--- src/hdl/command_completeness_scanner_assert.svh ---
// assertion macros for the command completeness scanner
`ifndef COMMAND_COMPLETENESS_SCANNER_ASSERT_SVH
`define COMMAND_COMPLETENESS_SCANNER_ASSERT_SVH

// antecedent in this cycle implies consequent in the next cycle
`define CCS_ASSERT_NEXT(lbl, ante, cons) \
   lbl: assert property (@(posedge clock) disable iff (reset) (ante) |=> (cons)) \
      else $error("ccs next-cycle check failed");

// antecedent implies consequent in the same cycle
`define CCS_ASSERT_NOW(lbl, ante, cons) \
   lbl: assert property (@(posedge clock) disable iff (reset) (ante) |-> (cons)) \
      else $error("ccs same-cycle check failed");

`endif

--- src/hdl/ccs_pkg.sv ---
`default_nettype none

package ccs_pkg;

   localparam int DEPTH_BITS = 16;
   localparam int DEPTH_OUT_BITS = 16;

   localparam logic [1:0] STR_NONE    = 2'd0;
   localparam logic [1:0] STR_SINGLE  = 2'd1;
   localparam logic [1:0] STR_DOUBLE  = 2'd2;
   localparam logic [1:0] STR_VERBATIM = 2'd3;

   localparam logic [7:0] CH_AT        = 8'h40;
   localparam logic [7:0] CH_LBRACE    = 8'h7B;
   localparam logic [7:0] CH_RBRACE    = 8'h7D;
   localparam logic [7:0] CH_BACKSLASH = 8'h5C;
   localparam logic [7:0] CH_EQUALS    = 8'h3D;
   localparam logic [7:0] CH_DQUOTE    = 8'h22;
   localparam logic [7:0] CH_SQUOTE    = 8'h27;
   localparam logic [7:0] CH_SPACE     = 8'h20;
   localparam logic [7:0] CH_TAB       = 8'h09;
   localparam logic [7:0] CH_CR        = 8'h0D;

   localparam logic signed [DEPTH_BITS-1:0] DEPTH_MAX = {1'b0, {(DEPTH_BITS-1){1'b1}}};
   localparam logic signed [DEPTH_BITS-1:0] DEPTH_MIN = {1'b1, {(DEPTH_BITS-1){1'b0}}};

   typedef struct packed {
      logic [7:0] ch;
      logic       line_end;
   } req_type;

   typedef struct packed {
      logic                             command_complete;
      logic                             return_mode;
      logic                             line_ignored;
      logic [1:0]                       open_string_kind;
      logic signed [DEPTH_OUT_BITS-1:0] depth_now;
   } rsp_type;

   typedef struct packed {
      logic [1:0]                   string_kind;
      logic                         skip_next;
      logic                         at_pending;
      logic                         quote_pending;
      logic signed [DEPTH_BITS-1:0] brace_count;
      logic                         command_open;
      logic                         value_mode;
      logic                         line_started;
      logic                         content_seen;
      logic                         last_was_backslash;
   } scan_state_type;

   localparam scan_state_type SCAN_RESET = '{
      string_kind:        STR_NONE,
      skip_next:          1'b0,
      at_pending:         1'b0,
      quote_pending:      1'b0,
      brace_count:        '0,
      command_open:       1'b0,
      value_mode:         1'b0,
      line_started:       1'b0,
      content_seen:       1'b0,
      last_was_backslash: 1'b0
   };

   function automatic logic is_space(input logic [7:0] c);
      return (c == CH_SPACE) || (c inside {[CH_TAB:CH_CR]});
   endfunction

endpackage

`default_nettype wire

--- src/hdl/ccs_scan_logic.sv ---
`default_nettype none

module ccs_scan_logic (
   input  wire ccs_pkg::scan_state_type state_cur,
   input  wire ccs_pkg::req_type        item,
   output ccs_pkg::scan_state_type      state_next,
   output ccs_pkg::rsp_type             result
);

   ccs_pkg::scan_state_type s;
   logic [7:0]              c;
   logic                    scan_go;
   logic                    cont;
   logic                    ignored;
   logic                    complete;
   logic [7:0]              delim;
   logic signed [63:0]      depth_wide;

   always_comb begin
      s          = state_cur;
      c          = item.ch;
      scan_go    = 1'b0;
      cont       = 1'b0;
      ignored    = 1'b0;
      complete   = 1'b0;
      delim      = ccs_pkg::CH_DQUOTE;
      depth_wide = '0;
      result     = '0;

      if (!item.line_end) begin
         // leading whitespace and return mode mark
         if (!s.content_seen) begin
            if (!ccs_pkg::is_space(c)) begin
               if (!s.line_started && !s.command_open && c == ccs_pkg::CH_EQUALS) begin
                  s.line_started = 1'b1;
                  s.value_mode   = 1'b1;
               end else begin
                  s.line_started = 1'b1;
                  s.content_seen = 1'b1;
                  scan_go        = 1'b1;
               end
            end
         end else begin
            scan_go = 1'b1;
         end

         if (scan_go) begin
            if (!ccs_pkg::is_space(c)) begin
               s.last_was_backslash = (c == ccs_pkg::CH_BACKSLASH);
            end
            if (s.skip_next) begin
               s.skip_next = 1'b0;
            end else begin
               cont = 1'b1;
               if (s.quote_pending) begin
                  s.quote_pending = 1'b0;
                  if (c == ccs_pkg::CH_DQUOTE) begin
                     cont = 1'b0;
                  end else begin
                     s.string_kind = ccs_pkg::STR_NONE;
                  end
               end else if (s.at_pending) begin
                  s.at_pending = 1'b0;
                  if (c == ccs_pkg::CH_DQUOTE) begin
                     s.string_kind = ccs_pkg::STR_VERBATIM;
                     cont          = 1'b0;
                  end
               end
               if (cont) begin
                  if (s.string_kind == ccs_pkg::STR_VERBATIM) begin
                     if (c == ccs_pkg::CH_DQUOTE) begin
                        s.quote_pending = 1'b1;
                     end
                  end else if (s.string_kind != ccs_pkg::STR_NONE) begin
                     delim = (s.string_kind == ccs_pkg::STR_SINGLE) ?
                             ccs_pkg::CH_SQUOTE : ccs_pkg::CH_DQUOTE;
                     if (c == delim) begin
                        s.string_kind = ccs_pkg::STR_NONE;
                     end else if (c == ccs_pkg::CH_BACKSLASH) begin
                        s.skip_next = 1'b1;
                     end
                  end else begin
                     case (c)
                        ccs_pkg::CH_SQUOTE: s.string_kind = ccs_pkg::STR_SINGLE;
                        ccs_pkg::CH_DQUOTE: s.string_kind = ccs_pkg::STR_DOUBLE;
                        ccs_pkg::CH_AT:     s.at_pending  = 1'b1;
                        ccs_pkg::CH_RBRACE: begin
                           if (s.brace_count > ccs_pkg::DEPTH_MIN) begin
                              s.brace_count = s.brace_count - 1'b1;
                           end
                        end
                        ccs_pkg::CH_LBRACE: begin
                           if (s.brace_count < ccs_pkg::DEPTH_MAX) begin
                              s.brace_count = s.brace_count + 1'b1;
                           end
                        end
                        default: ;
                     endcase
                  end
               end
            end
         end
      end else begin
         ignored = !s.content_seen;
         if (!ignored) begin
            // a waiting quote at line end closes the verbatim string
            if (s.quote_pending) begin
               s.string_kind = ccs_pkg::STR_NONE;
            end
            complete = (s.brace_count[ccs_pkg::DEPTH_BITS-1] || s.brace_count == '0) &&
                       (s.string_kind != ccs_pkg::STR_VERBATIM) && !s.last_was_backslash;
         end

         depth_wide               = 64'(s.brace_count);
         result.command_complete  = complete;
         result.return_mode       = s.value_mode;
         result.line_ignored      = ignored;
         result.open_string_kind  = s.string_kind;
         result.depth_now         = depth_wide[ccs_pkg::DEPTH_OUT_BITS-1:0];

         s.skip_next          = 1'b0;
         s.at_pending         = 1'b0;
         s.quote_pending      = 1'b0;
         s.line_started       = 1'b0;
         s.content_seen       = 1'b0;
         s.last_was_backslash = 1'b0;
         if (ignored) begin
            if (!s.command_open) begin
               s.value_mode = 1'b0;
            end
         end else if (complete) begin
            s = ccs_pkg::SCAN_RESET;
         end else begin
            s.command_open = 1'b1;
         end
      end

      state_next = s;
   end

endmodule

`default_nettype wire

--- src/hdl/command_completeness_scanner.sv ---
// command completeness scanner
// req channel: one transfer per character of a console line (ch), or one
//   transfer with line_end set to close the line. character transfers give
//   no result; each line end gives exactly one rsp transfer.
// rsp channel: command_complete, return_mode, line_ignored, the string kind
//   still open and the brace depth after the line.
// path: a line end passes the input register, then the result register, and
//   waits in the input register while the result register is held.
// throughput: one item per cycle, but a line end waits while rsp is held;
//   the state update is a single combinational pass between the registers.
// stall: while rsp is held by a low rsp_ready, character items keep flowing;
//   a following line end waits in the input register and req_ready drops
//   only when that register is full and cannot move.
// reset: clears all scanner state (depth zero, no string, no command open)
//   and empties both registers; no item is accepted during reset.
`default_nettype none

module command_completeness_scanner (
   input  wire              clock,
   input  wire              reset,
   input  wire              req_valid,
   output logic             req_ready,
   input  wire ccs_pkg::req_type req_payload,
   output logic             rsp_valid,
   input  wire              rsp_ready,
   output ccs_pkg::rsp_type rsp_payload
);

   `include "command_completeness_scanner_assert.svh"

   ccs_pkg::req_type        req_ff;
   logic                    req_valid_ff;
   logic                    req_valid_in;
   ccs_pkg::scan_state_type state_ff;
   ccs_pkg::scan_state_type state_in;
   ccs_pkg::rsp_type        rsp_ff;
   ccs_pkg::rsp_type        rsp_in;
   logic                    rsp_valid_ff;
   logic                    rsp_valid_in;
   ccs_pkg::scan_state_type scan_next;
   ccs_pkg::rsp_type        scan_result;
   logic                    out_free;
   logic                    advance;
   logic                    out_load;

   ccs_scan_logic u_scan (
      .state_cur  (state_ff),
      .item       (req_ff),
      .state_next (scan_next),
      .result     (scan_result)
   );

   always_comb begin
      out_free     = !rsp_valid_ff || rsp_ready;
      advance      = req_valid_ff && (!req_ff.line_end || out_free);
      out_load     = advance && req_ff.line_end;
      req_ready    = !reset && (!req_valid_ff || advance);
      req_valid_in = req_valid ? 1'b1 : (req_valid_ff && !advance);
      state_in     = advance ? scan_next : state_ff;
      rsp_in       = out_load ? scan_result : rsp_ff;
      rsp_valid_in = out_load ? 1'b1 : (rsp_valid_ff && !rsp_ready);
   end

   always_ff @(posedge clock) begin
      if (reset) begin
         req_valid_ff <= 1'b0;
         rsp_valid_ff <= 1'b0;
         state_ff     <= ccs_pkg::SCAN_RESET;
      end else begin
         if (req_ready) begin
            req_valid_ff <= req_valid_in;
         end else begin
            req_valid_ff <= req_valid_ff;
         end
         rsp_valid_ff <= rsp_valid_in;
         state_ff     <= state_in;
      end
   end

   always_ff @(posedge clock) begin
      if (req_valid && req_ready) begin
         req_ff <= req_payload;
      end
      rsp_ff <= rsp_in;
   end

   assign rsp_valid   = rsp_valid_ff;
   assign rsp_payload = rsp_ff;

   `CCS_ASSERT_NEXT(a_complete_clears,
      out_load && scan_result.command_complete, state_ff == ccs_pkg::SCAN_RESET)
   `CCS_ASSERT_NEXT(a_rsp_from_line_end, !rsp_valid_ff && !out_load, !rsp_valid_ff)
   `CCS_ASSERT_NOW(a_ignored_not_complete,
      rsp_valid_ff && rsp_ff.line_ignored, !rsp_ff.command_complete)
   `CCS_ASSERT_NOW(a_verbatim_not_complete,
      rsp_valid_ff && rsp_ff.open_string_kind == ccs_pkg::STR_VERBATIM,
      !rsp_ff.command_complete)

endmodule

`default_nettype wire

--- config.mk ---
export PLATFORM = sky130hd
export DESIGN_NAME = command_completeness_scanner
export DESIGN_NICKNAME = d
export VERILOG_FILES = /design/src/hdl/ccs_pkg.sv /design/src/hdl/ccs_scan_logic.sv /design/src/hdl/command_completeness_scanner.sv
export VERILOG_INCLUDE_DIRS = /design/src /design/src/hdl
export SDC_FILE = /design/constraint.sdc
export NUM_CORES = 1
export LEC_CHECK = 0
export BUFFER_PORTS_ARGS = -buffer_cell sky130_fd_sc_hd__buf_4
export CORE_MARGIN = 3
export CORE_UTILIZATION = 45
export CTS_CLUSTER_SIZE = 8
export DETAILED_ROUTE_END_ITERATION = 6
export PLACE_DENSITY = 0.68
export SKIP_CTS_REPAIR_TIMING = 1
export SLEW_MARGIN = 10
export SYNTH_ARGS = -nofsm -noshare
export SYNTH_HDL_FRONTEND = slang
export SYNTH_SLANG_ARGS = --single-unit
--- constraint.sdc ---
create_clock -name clock -period 4 [get_ports clock]
set_input_delay 0.8 -clock clock [delete_from_list [all_inputs] [get_ports clock]]
set_output_delay 0.8 -clock clock [all_outputs]
set_load 0.03 [all_outputs]
==> summary.log, run 1 <==
qor: timing.tns 0 ns
qor: clocking.clock_tree.root_cell clkbuf_8
qor: drt.drt_pass1_iterations 5
qor: synthesis.synth-seq-area-share 44.9%
qor: synthesis.async_reset_ff_share 0%
qor: finish.fillers 644
qor: synthesis.syn_area_per_cell 9.52 um^2
qor: setup_path.setup.worst_path.class reg2reg
qor: global_routing.grt_antenna_before_repair 0
qor: setup_path.worstSetupStartpoint req_ff[8]$_DFFE_PP_
qor: drt.finalWirelength 7.07 mm
qor: clocking.clockBufferDepth 2
qor: timing.post-route-worst-setup-slack 0.491 ns
qor: drt.route.top_layer_used met4
qor: floorplan.start_util 47.2%
qor: power_and_ir_drop.powerDensity 350 nW/um^2
qor: setup_path.worstSetupEndpoint state_ff[19]$_SDFFE_PP0P_
qor: floorplan.design.core.area 6910 um^2
qor: synthesis.synth-main-ff-cell edfxtp_1
qor: timing.setup_violations_final 0
qor: drt.routed_met2_length 2.99 mm
qor: placed_design.placement.cell_area 3600 um^2
qor: drt.final_antenna_net_count 0
qor: clocking.clock_pin_slew_reported_for_the_worst_setup_and_hold_paths_after_clock_tree_synthesis 0.06 ns
qor: timing.setup_repair_after_global_routing_missed_its_margin no
qor: placed_design.port_buffers 35
qor: floorplan.fp.dieArea 8290 um^2
qor: timing.period_utilisation_layout 87.7%
qor: timing.tightestPinTransition 0.762 ns
qor: global_routing.vias_in_the_first_global_route 2381
qor: timing.skew 0.00977 ns
qor: setup_path.timing.reg2reg.worst_path_depth 12
qor: run.maxCapViolCount 0
qor: timing.maxSlewViolCount 0
qor: synthesis.postSynthCellCount 342
qor: setup_path.cp.required 4.27 ns
qor: finish.finalCoreUtilization 55.1%
qor: placed_design.gp_congestion 0.881
qor: finish.postLayoutCellArea 3810 um^2
qor: finish.drive_gt1_share 17.0%
qor: hold_path.hold_class reg2reg
qor: timing.max-slew-margin-rel 49.2%
qor: synthesis.post_synth_edffs 30
qor: global_routing.grt_pass1_wl 11.7 mm
qor: synthesis.synth_warnings 0
qor: finish.areaGrowthSynthToFinish 16.9%
qor: setup_path.critical_path_arrival 3.78 ns
qor: drt.detailroute.wirelength.met3 400 um
qor: finish.antenna_cells_inserted 0
qor: clocking.tritoncts built
qor: floorplan.chipHeight 91.1 um
qor: drt.drc 0
qor: floorplan.chipWidth 91.1 um
qor: setup_path.endpoint_kind register
qor: clocking.clk_lat_worst_skew 0.34 ns
qor: global_routing.globalRouteOverflowTotal 0
qor: drt.route.vias.total 2649
qor: finish.design.final.nets 406
qor: synthesis.synth_cell_types 62
qor: drt.detailedRoute.firstIterationViolations 183
qor: clocking.cts_made_buffers 9
qor: run_status.result_of_the_run finished, final reports clean
qor: drt.route.layer.met1.wl 3.57 mm
qor: power_and_ir_drop.cellLeakagePower 1.41 nW
qor: global_routing.grt_max_degree 32
qor: synthesis.synth_nets 370
qor: setup_path.crit_path_max_fanout 22
qor: timing.min_period 3.51 ns
qor: setup_path.startpoint_type register
qor: global_routing.grt_use_total 17.4%
qor: synthesis.synthesized_flop_and_latch_total 58
qor: floorplan.pin_count 36
qor: placed_design.pre_cts_slack 0.515 ns
qor: placed_design.dp_hpwl 5.08 mm
qor: clocking.numClockSinks 58
qor: setup_path.r2r_slack 0.49 ns
qor: setup_path.timing.rr.end state_ff[19]$_SDFFE_PP0P_
qor: floorplan.row_count 30
qor: power_and_ir_drop.worst_ir_drop_vdd 0.000199 V
qor: setup_path.regToRegStartpoint req_ff[8]$_DFFE_PP_
qor: timing.maxClockFrequency 0.285 GHz
qor: clocking.htreeDepth 3
qor: drt.post_drt_via_cell_ratio 5.53
qor: timing.timing.final.hold_violations 0
qor: drt.wl_per_cell 14.8 um
qor: synthesis.summed_instance_area_of_the_synthesized_netlist 3260 um^2
## worst max-delay path, cell delays in order (launching register included)
cell      delay [ns]
edfxtp_1        0.42
nor2b_2         0.17
nand2_1         0.06
or3_1           0.69
ha_1            0.49
nor2b_1         0.20
o211ai_1        0.13
a21oi_1         0.28
a211oi_1        0.15
o41ai_1         0.43
xor2_1          0.18
nand3_1         0.09
a21oi_1         0.15
## cells in the final DEF (no fill, tap or decap), types with 5 or more instances in the layout
| cell type | n |
|---|---|
| a21oi_1 | 39 |
| nand4_1 | 7 |
| a211oi_1 | 5 |
| edfxtp_1 | 30 |
| xnor2_1 | 11 |
| clkbuf_8 | 9 |
| and2_1 | 19 |
| buf_4 | 37 |
| inv_1 | 10 |
| or3_1 | 5 |
| and3_1 | 5 |
| dfxtp_1 | 28 |
| nand2_1 | 23 |
| nand3_1 | 20 |
| nor3_1 | 11 |
| ha_1 | 14 |
| nor2_1 | 29 |
| nor4_1 | 8 |
| o21ai_0 | 7 |
## registers in the layout, summed over array words and instances, names as in the netlist
signal	cells
req_valid_ff	1
rsp_payload	21
rsp_valid	1
state_ff	26
req_ff	9
## through the flow
stage               power [mW]  instances  hold WS (ns)
floorplan                0.733        342         0.442
global placement         0.765        463         0.479
detailed placement       0.767        463         0.493
CTS                       1.34        479         0.506
global route              1.38        479         0.537
finish                    1.33        479         0.509
## Yosys cell counts, types with 2 or more instances
cell type	instances	area, um^2
nand2_1	23	86.3
nand3b_1	2	15.0
nand3_1	20	100
inv_1	10	37.5
a211oi_1	5	37.5
or3_1	5	31.3
nor4_1	8	50.1
a21oi_1	39	195
a21o_1	3	22.5
dfxtp_1	28	561
clkbuf_1	8	30.0
o21ai_0	7	35.0
and2_1	19	119
nor3b_1	2	15.0
nor2_1	30	113
edfxtp_1	30	901
o21bai_1	2	15.0
o211ai_1	2	15.0
mux2i_1	2	20.0
nor2b_1	4	25.0
nor3_1	11	55.1
xnor2_1	11	96.3
a31oi_1	3	18.8
a211o_1	2	17.5
o21a_1	4	30.0
nand4_1	7	43.8
and3_1	5	31.3
ha_1	14	175
xor2_1	3	26.3
## final cells by class
type,instances,area [um^2],area share [%]
tap,96,120,3.15
sequential,58,1460,38.4
multi-input combinational,261,1700,44.6
inverter,11,41.3,1.08
clock inverter,6,81.3,2.14
clock buffer,10,128,3.35
timing repair buffer,37,278,7.29
## per-layer routing
layer  global-route usage [%]  up-vias
met5                        0        -
li1                         -     1349
met1                     25.2     1218
met3                     3.98       10
met2                     25.3       72
met4                     6.41        0
## cells by family (layout without fill, tap and decap cells)
group           after synthesis  after routing  synth area share (%)
buf+inv                      23             64                  3.03
compound gates               84             84                  17.8
flops                        58             58                  44.9
xor+xnor                     14             14                  3.76
mux                           3              3                 0.960
fa+ha+maj                    16             16                  6.30
simple gates                144            144                  23.2
## where the power goes
part / leakage, nW / internal, mW / switching, mW
clock network: 0.104 / 0.346 / 0.231
logic: 0.785 / 0.0435 / 0.0609
registers: 0.518 / 0.636 / 0.0139
total: 1.41 / 1.03 / 0.306
## how the worst min path moves through the flow
stage                              startpoint                         to  slack (ns)  cells after the start
finish               state_ff[3]$_SDFFE_PP0P_   state_ff[3]$_SDFFE_PP0P_        0.51                      2
global route         state_ff[8]$_SDFFE_PP0P_   state_ff[8]$_SDFFE_PP0P_        0.54                      2
CTS                 state_ff[21]$_SDFFE_PP0P_  state_ff[21]$_SDFFE_PP0P_        0.51                      2
detailed placement   state_ff[3]$_SDFFE_PP0P_   state_ff[3]$_SDFFE_PP0P_        0.49                      2
global placement     state_ff[3]$_SDFFE_PP0P_   state_ff[3]$_SDFFE_PP0P_        0.48                      2
floorplan            state_ff[3]$_SDFFE_PP0P_   state_ff[3]$_SDFFE_PP0P_        0.44                      2
(Power assumes the default switching activity.)
==> run 2: changes to the inputs <==
--- a/config.mk
+++ b/config.mk
@@ -9,6 +9,7 @@
 export BUFFER_PORTS_ARGS = -buffer_cell sky130_fd_sc_hd__buf_4
 export CORE_MARGIN = 3
 export CORE_UTILIZATION = 45
+export CTS_BUF_LIST = sky130_fd_sc_hd__clkbuf_4
 export CTS_CLUSTER_SIZE = 8
 export DETAILED_ROUTE_END_ITERATION = 6
 export PLACE_DENSITY = 0.68
==> summary.log, run 2 (same netlist as run 1, synthesis figures left out) <==
qor: placed_design.dp_hpwl 5.08 mm
qor: drt.finalWirelength 7.02 mm
qor: setup_path.critical_path_arrival 3.86 ns
qor: drt.drc 0
qor: placed_design.port_buffers 35
qor: clocking.htreeDepth 3
qor: timing.setup_violations_final 0
qor: global_routing.grt_antenna_before_repair 0
qor: timing.max-slew-margin-rel 48.5%
qor: finish.mostFrequentLayoutCells a21oi_1 (39), buf_4 (37), edfxtp_1 (30), nor2_1 (29), dfxtp_1 (28)
qor: setup_path.setup.worst_path.class reg2reg
qor: finish.top_register state_ff
qor: global_routing.grt_use_total 17.3%
qor: timing.maxClockFrequency 0.283 GHz
qor: timing.setup_repair_after_global_routing_missed_its_margin no
qor: timing.tns 0 ns
qor: drt.route.vias.total 2681
qor: setup_path.r2r_slack 0.47 ns
qor: setup_path.startpoint_type register
qor: floorplan.row_count 30
qor: finish.layout.cells.most_common a21oi_1
qor: global_routing.grt_max_degree 32
qor: floorplan.pin_count 36
qor: clocking.tritoncts built
qor: hold_path.holdPathStages 2
qor: floorplan.fp.dieArea 8290 um^2
qor: power_and_ir_drop.cellLeakagePower 1.39 nW
qor: clocking.clock_pin_slew_reported_for_the_worst_setup_and_hold_paths_after_clock_tree_synthesis 0.10 ns
qor: hold_path.hold_class reg2reg
qor: global_routing.vias_in_the_first_global_route 2362
qor: hold_path.min_delay_worst_endpoint state_ff[3]$_SDFFE_PP0P_
qor: hold_path.hold_path_startpoint state_ff[3]$_SDFFE_PP0P_
qor: clocking.numClockSinks 58
qor: drt.detailedRoute.firstIterationViolations 167
qor: finish.finalCoreUtilization 54.4%
qor: run_status.result_of_the_run finished, final reports clean
qor: drt.drt_pass1_iterations 5
qor: placed_design.gp_congestion 0.881
qor: timing.min_period 3.53 ns
qor: setup_path.endpoint_kind register
qor: floorplan.chipHeight 91.1 um
qor: clocking.cts_made_buffers 9
qor: run.maxCapViolCount 0
qor: setup_path.crit_path_max_fanout 22
qor: finish.antenna_cells_inserted 0
qor: finish.drive_gt1_share 17.2%
qor: drt.final_antenna_net_count 0
qor: floorplan.chipWidth 91.1 um
qor: drt.wl_per_cell 14.6 um
qor: floorplan.design.core.area 6910 um^2
qor: timing.timing.final.hold_violations 0
qor: timing.maxSlewViolCount 0
qor: setup_path.timing.rr.end state_ff[19]$_SDFFE_PP0P_
qor: power_and_ir_drop.post-layout-total-power 1.23 mW
qor: timing.period_utilisation_layout 88.2%
qor: clocking.clk_lat_worst_skew 0.41 ns
qor: global_routing.grt_pass1_wl 11.6 mm
qor: power_and_ir_drop.worst_ir_drop_vdd 0.000163 V
qor: drt.post_drt_via_cell_ratio 5.60
qor: finish.largest_reg_flops 26
qor: finish.areaGrowthSynthToFinish 15.3%
qor: clocking.clockBufferDepth 2
qor: setup_path.regToRegStartpoint req_ff[8]$_DFFE_PP_
qor: timing.tightestPinTransition 0.772 ns
qor: finish.design.final.nets 406
qor: setup_path.timing.reg2reg.worst_path_depth 12
qor: floorplan.start_util 47.2%
qor: timing.skew 0.0200 ns
qor: clocking.clock_tree.root_cell clkbuf_4
qor: setup_path.cp.required 4.34 ns
qor: power_and_ir_drop.powerDensity 328 nW/um^2
qor: global_routing.globalRouteOverflowTotal 0
[run 2: worst max path at each step]
stage	end	startpoint	slack [ns]
floorplan	state_ff[20]$_SDFFE_PP0P_	req_ff[8]$_DFFE_PP_	0.96
global placement	state_ff[20]$_SDFFE_PP0P_	req_ff[8]$_DFFE_PP_	0.58
detailed placement	state_ff[20]$_SDFFE_PP0P_	req_ff[8]$_DFFE_PP_	0.52
CTS	state_ff[19]$_SDFFE_PP0P_	req_ff[8]$_DFFE_PP_	0.48
global route	state_ff[20]$_SDFFE_PP0P_	req_ff[8]$_DFFE_PP_	0.23
finish	state_ff[19]$_SDFFE_PP0P_	req_ff[8]$_DFFE_PP_	0.47
[run 2: final cells by class]
class	count	area [um^2]
multi-input cells	261	1700
fillers	658	3150
well taps	96	120
inverters	11	41.3
clock buffers	10	75.1
clock inverters	6	81.3
flip-flops and latches	58	1460
repair buffers	37	278
[run 2: power by group]
part / total [mW] / internal, mW / leakage [nW] / switching, mW
Sequential: 0.649 / 0.636 / 0.518 / 0.0136
Combinational: 0.104 / 0.0435 / 0.785 / 0.0605
Clock: 0.477 / 0.256 / 0.0838 / 0.221
[run 2: stage by stage]
stage / instance area [um^2] / hold slack [ns] / instances / worst slack (ns)
2_1_floorplan: 3260 / 0.442 / 342 / 0.957
3_3_place_gp: 3600 / 0.479 / 463 / 0.581
3_5_place_dp: 3600 / 0.493 / 463 / 0.515
4_1_cts: 3760 / 0.512 / 479 / 0.484
5_1_grt: 3760 / 0.528 / 479 / 0.227
6_report: 3760 / 0.509 / 479 / 0.472
[run 2: critical path: stages (launching register included)]
cell and delay (ns):
edfxtp_1 0.44, nor2b_2 0.17, nand2_1 0.06, or3_1 0.69, ha_1 0.50, nor2b_1 0.20, o211ai_1 0.13, a21oi_1 0.28
a211oi_1 0.15, o41ai_1 0.43, xor2_1 0.18, nand3_1 0.09, a21oi_1 0.15
[run 2: metal layers]
metal  up-vias  share of wire [%]  global-route usage, %
met5         -                  0                      0
met4         0                1.6                   6.41
met3         9                5.7                   4.06
met2        82                 43                   24.7
met1      1239                 50                   25.2
li1       1351                  -                      -
